--- src/sv/lfp_pkg.sv ---
// shared types and constants of the led frame packer
`default_nettype none
package lfp_pkg;

  localparam logic [31:0] FNV_PRIME = 32'd16777619;
  localparam logic [31:0] FNV_BASIS = 32'd2166136261;

  localparam int unsigned COLOR_W = 24;
  localparam int unsigned WORD_W  = 32;
  localparam int unsigned COUNT_W = 11;

  localparam logic [COUNT_W-1:0] FRAME_LENGTH_RESET = 11'd64;

  // register byte address of frame_length
  localparam logic [1:0] ADDR_FRAME_LENGTH = 2'd0;

  // command queue between the front and back parts
  localparam int unsigned QUEUE_DEPTH = 4;
  localparam int unsigned QPTR_W      = $clog2(QUEUE_DEPTH);
  localparam int unsigned QCNT_W      = $clog2(QUEUE_DEPTH + 1);

  typedef enum logic {
    KIND_LED     = 1'b0,
    KIND_SUMMARY = 1'b1
  } lfp_kind_e;

  // one classified pixel: which records it causes and their contents
  typedef struct packed {
    logic               emit_led;
    logic [COLOR_W-1:0] color;
    logic               emit_sum;
    logic               ok;
    logic [WORD_W-1:0]  checksum;
    logic [COUNT_W-1:0] lit;
    logic [WORD_W-1:0]  frames;
  } lfp_cmd_t;

  function automatic logic [WORD_W-1:0] pack_grb(input logic [COLOR_W-1:0] c);
    pack_grb = {c[15:8], c[23:16], c[7:0], 8'h00};
  endfunction

endpackage
`default_nettype wire

--- src/sv/lfp_front.sv ---
// front part: per-frame hashing, counting and pixel classification
`default_nettype none
module lfp_front #(
  parameter int unsigned MAX_PIXELS = 1024
) (
  input  wire logic                          clk_i,
  input  wire logic                          rst_ni,
  input  wire logic                          item_valid_i,
  input  wire logic [lfp_pkg::COLOR_W-1:0]   color_i,
  input  wire logic                          eof_i,
  input  wire logic [lfp_pkg::COUNT_W-1:0]   frame_length_i,
  output logic                               cmd_valid_o,
  output lfp_pkg::lfp_cmd_t                  cmd_o
);

  logic [lfp_pkg::WORD_W-1:0]  hash_q, hash_d, hash_x, hash_m, hash_n;
  logic [lfp_pkg::COUNT_W-1:0] lit_q, lit_d, lit_n;
  logic [lfp_pkg::COUNT_W-1:0] pix_q, pix_d, pix_n;
  logic                        ovf_q, ovf_d, ovf_n;
  logic [lfp_pkg::WORD_W-1:0]  frames_q, frames_d, frames_n;
  logic                        pix_ok, frame_ok;

  always_comb begin
    pix_ok   = (pix_q < frame_length_i) && (32'(pix_q) < 32'(MAX_PIXELS));
    hash_x   = hash_q ^ {8'h00, color_i};
    hash_m   = hash_x * lfp_pkg::FNV_PRIME;
    hash_n   = pix_ok ? hash_m : hash_q;
    lit_n    = (pix_ok && (color_i != '0)) ? lit_q + 1'b1 : lit_q;
    pix_n    = pix_ok ? pix_q + 1'b1 : pix_q;
    ovf_n    = ovf_q | ~pix_ok;
    frame_ok = ~ovf_n && (pix_n == frame_length_i);
    frames_n = frame_ok ? frames_q + 1'b1 : frames_q;

    hash_d   = hash_q;
    lit_d    = lit_q;
    pix_d    = pix_q;
    ovf_d    = ovf_q;
    frames_d = frames_q;
    if (item_valid_i) begin
      if (eof_i) begin
        hash_d   = lfp_pkg::FNV_BASIS;
        lit_d    = '0;
        pix_d    = '0;
        ovf_d    = 1'b0;
        frames_d = frames_n;
      end else begin
        hash_d = hash_n;
        lit_d  = lit_n;
        pix_d  = pix_n;
        ovf_d  = ovf_n;
      end
    end

    cmd_valid_o     = item_valid_i && (pix_ok || eof_i);
    cmd_o.emit_led  = pix_ok;
    cmd_o.color     = color_i;
    cmd_o.emit_sum  = eof_i;
    cmd_o.ok        = frame_ok;
    cmd_o.checksum  = hash_n;
    cmd_o.lit       = lit_n;
    cmd_o.frames    = frames_n;
  end

  always_ff @(posedge clk_i or negedge rst_ni) begin
    if (!rst_ni) begin
      hash_q   <= lfp_pkg::FNV_BASIS;
      lit_q    <= '0;
      pix_q    <= '0;
      ovf_q    <= 1'b0;
      frames_q <= '0;
    end else begin
      hash_q   <= hash_d;
      lit_q    <= lit_d;
      pix_q    <= pix_d;
      ovf_q    <= ovf_d;
      frames_q <= frames_d;
    end
  end

endmodule
`default_nettype wire

--- src/sv/lfp_queue.sv ---
// short command queue between front and back
`default_nettype none
module lfp_queue (
  input  wire logic        clk_i,
  input  wire logic        rst_ni,
  input  wire logic        wr_i,
  input  wire lfp_pkg::lfp_cmd_t wdata_i,
  output logic             full_o,
  input  wire logic        rd_i,
  output logic             empty_o,
  output lfp_pkg::lfp_cmd_t rdata_o
);

  lfp_pkg::lfp_cmd_t                 entry_q [lfp_pkg::QUEUE_DEPTH];
  logic [lfp_pkg::QPTR_W-1:0]        wptr_q, rptr_q;
  logic [lfp_pkg::QCNT_W-1:0]        cnt_q;
  logic                              do_wr, do_rd;

  assign full_o  = (cnt_q == lfp_pkg::QCNT_W'(lfp_pkg::QUEUE_DEPTH));
  assign empty_o = (cnt_q == '0);
  assign rdata_o = entry_q[rptr_q];
  assign do_wr   = wr_i & ~full_o;
  assign do_rd   = rd_i & ~empty_o;

  always_ff @(posedge clk_i) begin
    if (do_wr) begin
      entry_q[wptr_q] <= wdata_i;
    end
  end

  always_ff @(posedge clk_i or negedge rst_ni) begin
    if (!rst_ni) begin
      wptr_q <= '0;
      rptr_q <= '0;
      cnt_q  <= '0;
    end else begin
      if (do_wr) begin
        wptr_q <= wptr_q + 1'b1;
      end
      if (do_rd) begin
        rptr_q <= rptr_q + 1'b1;
      end
      case ({do_wr, do_rd})
        2'b10:   cnt_q <= cnt_q + 1'b1;
        2'b01:   cnt_q <= cnt_q - 1'b1;
        default: cnt_q <= cnt_q;
      endcase
    end
  end

endmodule
`default_nettype wire

--- src/sv/lfp_back.sv ---
// back part: expands commands into led and summary records
`default_nettype none
module lfp_back (
  input  wire logic                        clk_i,
  input  wire logic                        rst_ni,
  input  wire logic                        cmd_empty_i,
  input  wire lfp_pkg::lfp_cmd_t           cmd_i,
  output logic                             cmd_rd_o,
  output logic                             empty_o,
  input  wire logic                        pop_i,
  output logic                             record_kind_o,
  output logic [lfp_pkg::WORD_W-1:0]       led_word_o,
  output logic                             frame_ok_o,
  output logic [lfp_pkg::WORD_W-1:0]       frame_checksum_o,
  output logic [lfp_pkg::COUNT_W-1:0]      lit_pixel_count_o,
  output logic [lfp_pkg::WORD_W-1:0]       frames_shown_o,
  output logic                             last_of_run_o
);

  logic                          out_valid_q, sum_pend_q;
  lfp_pkg::lfp_kind_e            kind_q;
  logic [lfp_pkg::WORD_W-1:0]    word_q;
  logic                          ok_q, last_q;
  logic [lfp_pkg::WORD_W-1:0]    sum_q;
  logic [lfp_pkg::COUNT_W-1:0]   lit_q;
  logic [lfp_pkg::WORD_W-1:0]    frames_q;
  // summary fields held while the led word of the same pixel waits
  logic                          p_ok_q;
  logic [lfp_pkg::WORD_W-1:0]    p_sum_q;
  logic [lfp_pkg::COUNT_W-1:0]   p_lit_q;
  logic [lfp_pkg::WORD_W-1:0]    p_frames_q;
  logic                          advance;

  assign advance  = ~out_valid_q | pop_i;
  assign cmd_rd_o = advance & ~sum_pend_q & ~cmd_empty_i;

  always_ff @(posedge clk_i or negedge rst_ni) begin
    if (!rst_ni) begin
      out_valid_q <= 1'b0;
      sum_pend_q  <= 1'b0;
    end else if (advance) begin
      if (sum_pend_q) begin
        out_valid_q <= 1'b1;
        sum_pend_q  <= 1'b0;
      end else if (!cmd_empty_i) begin
        out_valid_q <= 1'b1;
        sum_pend_q  <= cmd_i.emit_led & cmd_i.emit_sum;
      end else begin
        out_valid_q <= 1'b0;
      end
    end
  end

  always_ff @(posedge clk_i) begin
    if (advance) begin
      if (sum_pend_q) begin
        kind_q   <= lfp_pkg::KIND_SUMMARY;
        word_q   <= '0;
        ok_q     <= p_ok_q;
        sum_q    <= p_sum_q;
        lit_q    <= p_lit_q;
        frames_q <= p_frames_q;
        last_q   <= 1'b1;
      end else if (!cmd_empty_i) begin
        p_ok_q     <= cmd_i.ok;
        p_sum_q    <= cmd_i.checksum;
        p_lit_q    <= cmd_i.lit;
        p_frames_q <= cmd_i.frames;
        if (cmd_i.emit_led) begin
          kind_q   <= lfp_pkg::KIND_LED;
          word_q   <= lfp_pkg::pack_grb(cmd_i.color);
          ok_q     <= 1'b0;
          sum_q    <= '0;
          lit_q    <= '0;
          frames_q <= '0;
          last_q   <= ~cmd_i.emit_sum;
        end else begin
          kind_q   <= lfp_pkg::KIND_SUMMARY;
          word_q   <= '0;
          ok_q     <= cmd_i.ok;
          sum_q    <= cmd_i.checksum;
          lit_q    <= cmd_i.lit;
          frames_q <= cmd_i.frames;
          last_q   <= 1'b1;
        end
      end
    end
  end

  assign empty_o           = ~out_valid_q;
  assign record_kind_o     = kind_q;
  assign led_word_o        = word_q;
  assign frame_ok_o        = ok_q;
  assign frame_checksum_o  = sum_q;
  assign lit_pixel_count_o = lit_q;
  assign frames_shown_o    = frames_q;
  assign last_of_run_o     = last_q;

endmodule
`default_nettype wire

--- src/sv/led_frame_packer_with_checksum.sv ---
// top level of the ws2812 grb packer with frame checksum
`default_nettype none
// Takes one 0xRRGGBB pixel word per cycle while full is low and returns
// a G,R,B packed led word for every pixel kept, plus a summary word on
// the end-of-frame pixel carrying the fnv-1a style frame hash, the lit
// pixel count, a pass flag and the running count of good frames. Pixels
// past frame_length (or past MAX_PIXELS) are dropped and fail the frame.
// The hash loop is one constant 32x32 multiply and xor per cycle in the
// front part. The back part hands out one result word per cycle while pop
// keeps up, so an end-of-frame pixel that also yields a led word gives two
// result words; a four-entry command queue between the parts absorbs that
// and any back-pressure on pop. frame_length is written over the apb-style
// port at byte address 0; the user must write it only while the block is
// idle, and the block itself leaves this to the user.
module led_frame_packer_with_checksum #(
  parameter int unsigned MAX_PIXELS = 1024
) (
  input  wire logic                        clk_i,
  input  wire logic                        rst_ni,
  // configuration port
  input  wire logic                        psel,
  input  wire logic                        penable,
  input  wire logic                        pwrite,
  input  wire logic [1:0]                  paddr,
  input  wire logic [31:0]                 pwdata,
  output logic [31:0]                      prdata,
  output logic                             pready,
  // pixel input
  input  wire logic                        push,
  output logic                             full,
  input  wire logic [lfp_pkg::COLOR_W-1:0] pixel_color_i,
  input  wire logic                        end_of_frame_i,
  // result output
  output logic                             empty,
  input  wire logic                        pop,
  output logic                             record_kind_o,
  output logic [lfp_pkg::WORD_W-1:0]       led_word_o,
  output logic                             frame_ok_o,
  output logic [lfp_pkg::WORD_W-1:0]       frame_checksum_o,
  output logic [lfp_pkg::COUNT_W-1:0]      lit_pixel_count_o,
  output logic [lfp_pkg::WORD_W-1:0]       frames_shown_o,
  output logic                             last_of_run_o
);

  logic [lfp_pkg::COUNT_W-1:0] frame_length_q;
  logic                        cfg_wr;
  logic                        item_valid;
  logic                        cmd_valid;
  lfp_pkg::lfp_cmd_t           cmd_in, cmd_out;
  logic                        q_full, q_empty, q_rd;

  // register file: a single length register
  assign pready = 1'b1;
  assign cfg_wr = psel & penable & pwrite & (paddr == lfp_pkg::ADDR_FRAME_LENGTH);
  assign prdata = (paddr == lfp_pkg::ADDR_FRAME_LENGTH)
                ? {{(32 - lfp_pkg::COUNT_W){1'b0}}, frame_length_q} : '0;

  always_ff @(posedge clk_i or negedge rst_ni) begin
    if (!rst_ni) begin
      frame_length_q <= lfp_pkg::FRAME_LENGTH_RESET;
    end else if (cfg_wr) begin
      frame_length_q <= pwdata[lfp_pkg::COUNT_W-1:0];
    end
  end

  // a pixel is taken whenever the queue has room, dropped pixels included
  assign full       = q_full;
  assign item_valid = push & ~q_full;

  lfp_front #(
    .MAX_PIXELS(MAX_PIXELS)
  ) u_front (
    .clk_i          (clk_i),
    .rst_ni         (rst_ni),
    .item_valid_i   (item_valid),
    .color_i        (pixel_color_i),
    .eof_i          (end_of_frame_i),
    .frame_length_i (frame_length_q),
    .cmd_valid_o    (cmd_valid),
    .cmd_o          (cmd_in)
  );

  lfp_queue u_queue (
    .clk_i   (clk_i),
    .rst_ni  (rst_ni),
    .wr_i    (cmd_valid),
    .wdata_i (cmd_in),
    .full_o  (q_full),
    .rd_i    (q_rd),
    .empty_o (q_empty),
    .rdata_o (cmd_out)
  );

  // back part owns the output register and the pending summary
  lfp_back u_back (
    .clk_i             (clk_i),
    .rst_ni            (rst_ni),
    .cmd_empty_i       (q_empty),
    .cmd_i             (cmd_out),
    .cmd_rd_o          (q_rd),
    .empty_o           (empty),
    .pop_i             (pop),
    .record_kind_o     (record_kind_o),
    .led_word_o        (led_word_o),
    .frame_ok_o        (frame_ok_o),
    .frame_checksum_o  (frame_checksum_o),
    .lit_pixel_count_o (lit_pixel_count_o),
    .frames_shown_o    (frames_shown_o),
    .last_of_run_o     (last_of_run_o)
  );

endmodule
`default_nettype wire
--- config.mk ---
export PLATFORM = sky130hd
export DESIGN_NAME = led_frame_packer_with_checksum
export DESIGN_NICKNAME = d
export VERILOG_FILES = /design/src/sv/lfp_pkg.sv /design/src/sv/lfp_front.sv /design/src/sv/lfp_queue.sv /design/src/sv/lfp_back.sv /design/src/sv/led_frame_packer_with_checksum.sv
export SDC_FILE = /design/constraint.sdc
export NUM_CORES = 1
export LEC_CHECK = 0
export BUFFER_PORTS_ARGS = -buffer_cell sky130_fd_sc_hd__buf_4
export CORE_MARGIN = 2
export CORE_UTILIZATION = 58
export CTS_CLUSTER_DIAMETER = 150
export DETAILED_ROUTE_END_ITERATION = 12
export PLACE_DENSITY = 0.81
export SLEW_MARGIN = 40
export SYNTH_ARGS = -nofsm -noshare
export SYNTH_HDL_FRONTEND = slang
export SYNTH_HIERARCHICAL = 1
export SYNTH_SLANG_ARGS = --single-unit
--- constraint.sdc ---
create_clock -name clk_i -period 15.75 [get_ports clk_i]
set_input_delay 0.7875 -clock clk_i [delete_from_list [all_inputs] [get_ports clk_i]]
set_output_delay 0.7875 -clock clk_i [all_outputs]
set_load 0.005 [all_outputs]
==> impl_metrics.ini <==
[finish]
final_common_cell = edfxtp_1
area_delta_synth_final_pct = 11.47
diodes = 0
drive_above_1_share_pct = 18.96
final_cell_mix = 586 x edfxtp_1, 212 x inv_1, 190 x ha_1
nets = 2736
fin_cells = 3223
fin_util_pct = 65.60
regArea_mm2 = 0.02030
multi_input_area_mm2 = 0.01217
fillers = 3901

[worst_setup_path]
crit_required_ns = 16.10
cp_cell_sequence = xor2_1 -> ha_1 -> ha_1 -> fa_1 -> ha_1 -> fa_1 -> ha_1 -> inv_1 -> fa_1 -> inv_1 -> ha_1 -> a21o_1 -> a21o_1 -> a221oi_1 -> a21oi_1 -> o31ai_1 -> o21ai_0 -> a21oi_1 -> xor2_1 -> o21ai_0
critical_path_class = reg2reg
worst_setup_path_start_kind = flop
crit_fanout = 6
cp_slowest_stage_delay_ns = 0.63
ff2ff_path_depth = 20
critical_path_buf_inv_count = 2
crit_arrival_ns = 7.33
end_kind = flop
crit_slowest_cell = xor2_1
crit_top_cell = ha_1
crit_cells = 20
critical-path-top-delay-family = adder cells

[sta]
hold_viol_final = 0
rsz0062_at_grt = false
clock-skew-final_ns = 0.02555
finalCritPeriodShare_pct = 44.34
setup_tns_ns = 0
fmax_mhz = 143.2
period_needed_ns = 6.984
slew_headroom_pct = 43.08
setup_violations = 0
tightest_slew_ns = 0.8517
slew_violations = 0

[status]
outcome = finished clean

[yosys]
synth_flop_cell = edfxtp_1
synth_cells = 2272
ys_types = 84
ys_async_sr_fraction_pct = 15.44
ys_seq_area_share_pct = 59.54
synth_edf_count = 586
avgSynthCellArea_um2 = 15.00
synth-seq-cells = 693
yosysWarnings = 6
synth_area_mm2 = 0.03409

[clock_network]
cts_sinks = 693
cts_tree = built
h-tree-depth = 2
cts-root-buf = clkbuf_16
cts_resized = 0
cts_hold_buf = 0
clk_path_buf_depth = 3
cts_setup_buffers = 0
clk_transition_reported_paths_ns = 0.06
cts_buffers = 61
clk_latency_ns = 0.64

[routing]
route.met3.wl_um = 5082
dr.pass1.iters = 7
drc = 0
ant_nets = 0
initialDrtViolationCount = 1894
highest-signal-layer = met4
wire_per_inst_um = 23.04
wl_met2_um = 37780
vias = 19026
viasPerCell = 5.903
m1WireLength_um = 28490
wl_um = 74270

[grt]
grt_util_all_layers_pct = 25.03
antenna_found_initial = 0
grt_pass1_wl_um = 114800
grt_overflow = 0
grt_pass1_vias = 19907
grt_max_degree = 84

[floorplan]
rows = 88
initial_core_util_pct = 58.85
fp.dieW_um = 246.4
die_area_mm2 = 0.06072
fp.dieH_um = 246.4
io_pins = 211
core_area_mm2 = 0.05792

[placed_design]
gp_congestion = 0.8780
port_buffers = 159
place_inst = 3107
hpwlAfterDp_um = 48330

[min_path]
min_path_type = in2async

[flow_run]
maxCapViolCount = 0
-- final timing paths --
check                                                      start                          endpoint  slack, ns
worst max-delay path               u_front/hash_q[2]$_DFFE_PN1P_  u_queue/entry_q[3][73]$_DFFE_PP_       8.77
worst min-delay path                                      rst_ni     u_front/hash_q[5]$_DFFE_PN0P_       0.04
worst max register to register     u_front/hash_q[2]$_DFFE_PN1P_  u_queue/entry_q[3][73]$_DFFE_PP_       8.77
worst min register to register  u_front/frames_q[31]$_DFFE_PN0P_  u_front/frames_q[31]$_DFFE_PN0P_       0.50
max in group asynchronous                                 rst_ni     frame_length_q[6]$_DFFE_PN1P_      14.20
min in group clk_i                                     pwdata[9]     frame_length_q[9]$_DFFE_PN0P_       0.39
-- stage by stage --
| stage | setup slack (ns) | hold WS [ns] | instance area, µm² |
|---|---|---|---|
| 2_1_floorplan | 9.155 | 0.4607 | 34190 |
| 6_report | 8.766 | 0.04099 | 38000 |
| 4_1_cts | 8.786 | 0.02468 | 37970 |
| 3_5_place_dp | 8.348 | 0.4834 | 35680 |
| 3_3_place_gp | 8.133 | 0.4749 | 35590 |
| 5_1_grt | 8.427 | 0.04493 | 38000 |
-- registers in the layout, summed over array words and instances, names as in the netlist, 2 cells and up --
register,flops
u_back/frame_checksum_o,32
u_front/pix_q,11
u_front/frames_q,32
u_back/p_sum_q,32
u_queue/entry_q,408
u_back/p_frames_q,32
u_front/lit_q,11
frame_length_q,11
u_back/led_word_o,24
u_front/hash_q,32
u_back/lit_pixel_count_o,11
u_back/frames_shown_o,32
u_queue/rptr_q,2
u_queue/wptr_q,2
u_queue/cnt_q,3
u_back/p_lit_q,11
-- synthesized netlist by cell type (7+ instances only) --
master	count	share of area (%)
o22a_1	9	0.23
ha_1	190	7.0
nand4_1	12	0.22
buf_4	67	1.5
a21o_1	17	0.37
mux4_2	102	6.7
xnor2_1	82	2.1
and3_1	18	0.33
o21ai_0	27	0.40
nor2b_1	7	0.13
nor3_1	30	0.44
mux2_4	11	0.48
mux2i_1	13	0.38
dfstp_2	15	1.2
fa_1	75	4.4
nand3_1	37	0.54
nor2_1	78	0.86
inv_1	212	2.3
nor4_1	20	0.37
and2_1	47	0.86
a21oi_1	44	0.65
a22o_1	90	2.3
edfxtp_1	586	52
xor2_1	88	2.3
or4_1	7	0.15
nand2_1	99	1.1
o2bb2ai_1	13	0.33
clkbuf_1	32	0.35
buf_2	24	0.35
o211ai_1	7	0.15
dfrtp_1	92	6.8
-- layer usage --
metal  global-route usage (%)  up-vias
li1                         -     8550
met1                    32.19     9529
met2                    43.41      796
met3                    3.333      151
met4                    9.692        0
met5                        0        -
-- kinds of logic (layout without fill, tap and decap cells) --
group	after synthesis	in the layout	synth area share, %
simple gates	390	390	5.888
other cells	3	30	0.03303
fa+ha+maj	265	265	11.38
xor+xnor	171	171	4.434
compound gates	260	260	5.701
flops	693	693	59.54
buf+inv	358	517	5.224
mux	132	132	7.804
-- final cells by class --
cell class	instances	share of cell area [%]
clock inverter	41	1.729
tap	765	2.519
clock buffer	75	4.314
multi-input combinational	1248	32.04
timing repair buffer	185	3.830
sequential	693	53.43
inverter	216	2.137
Power is left out: the tool's default activity adds up to more than one toggle a clock period on the data nets, which glitch-free logic cannot reach.
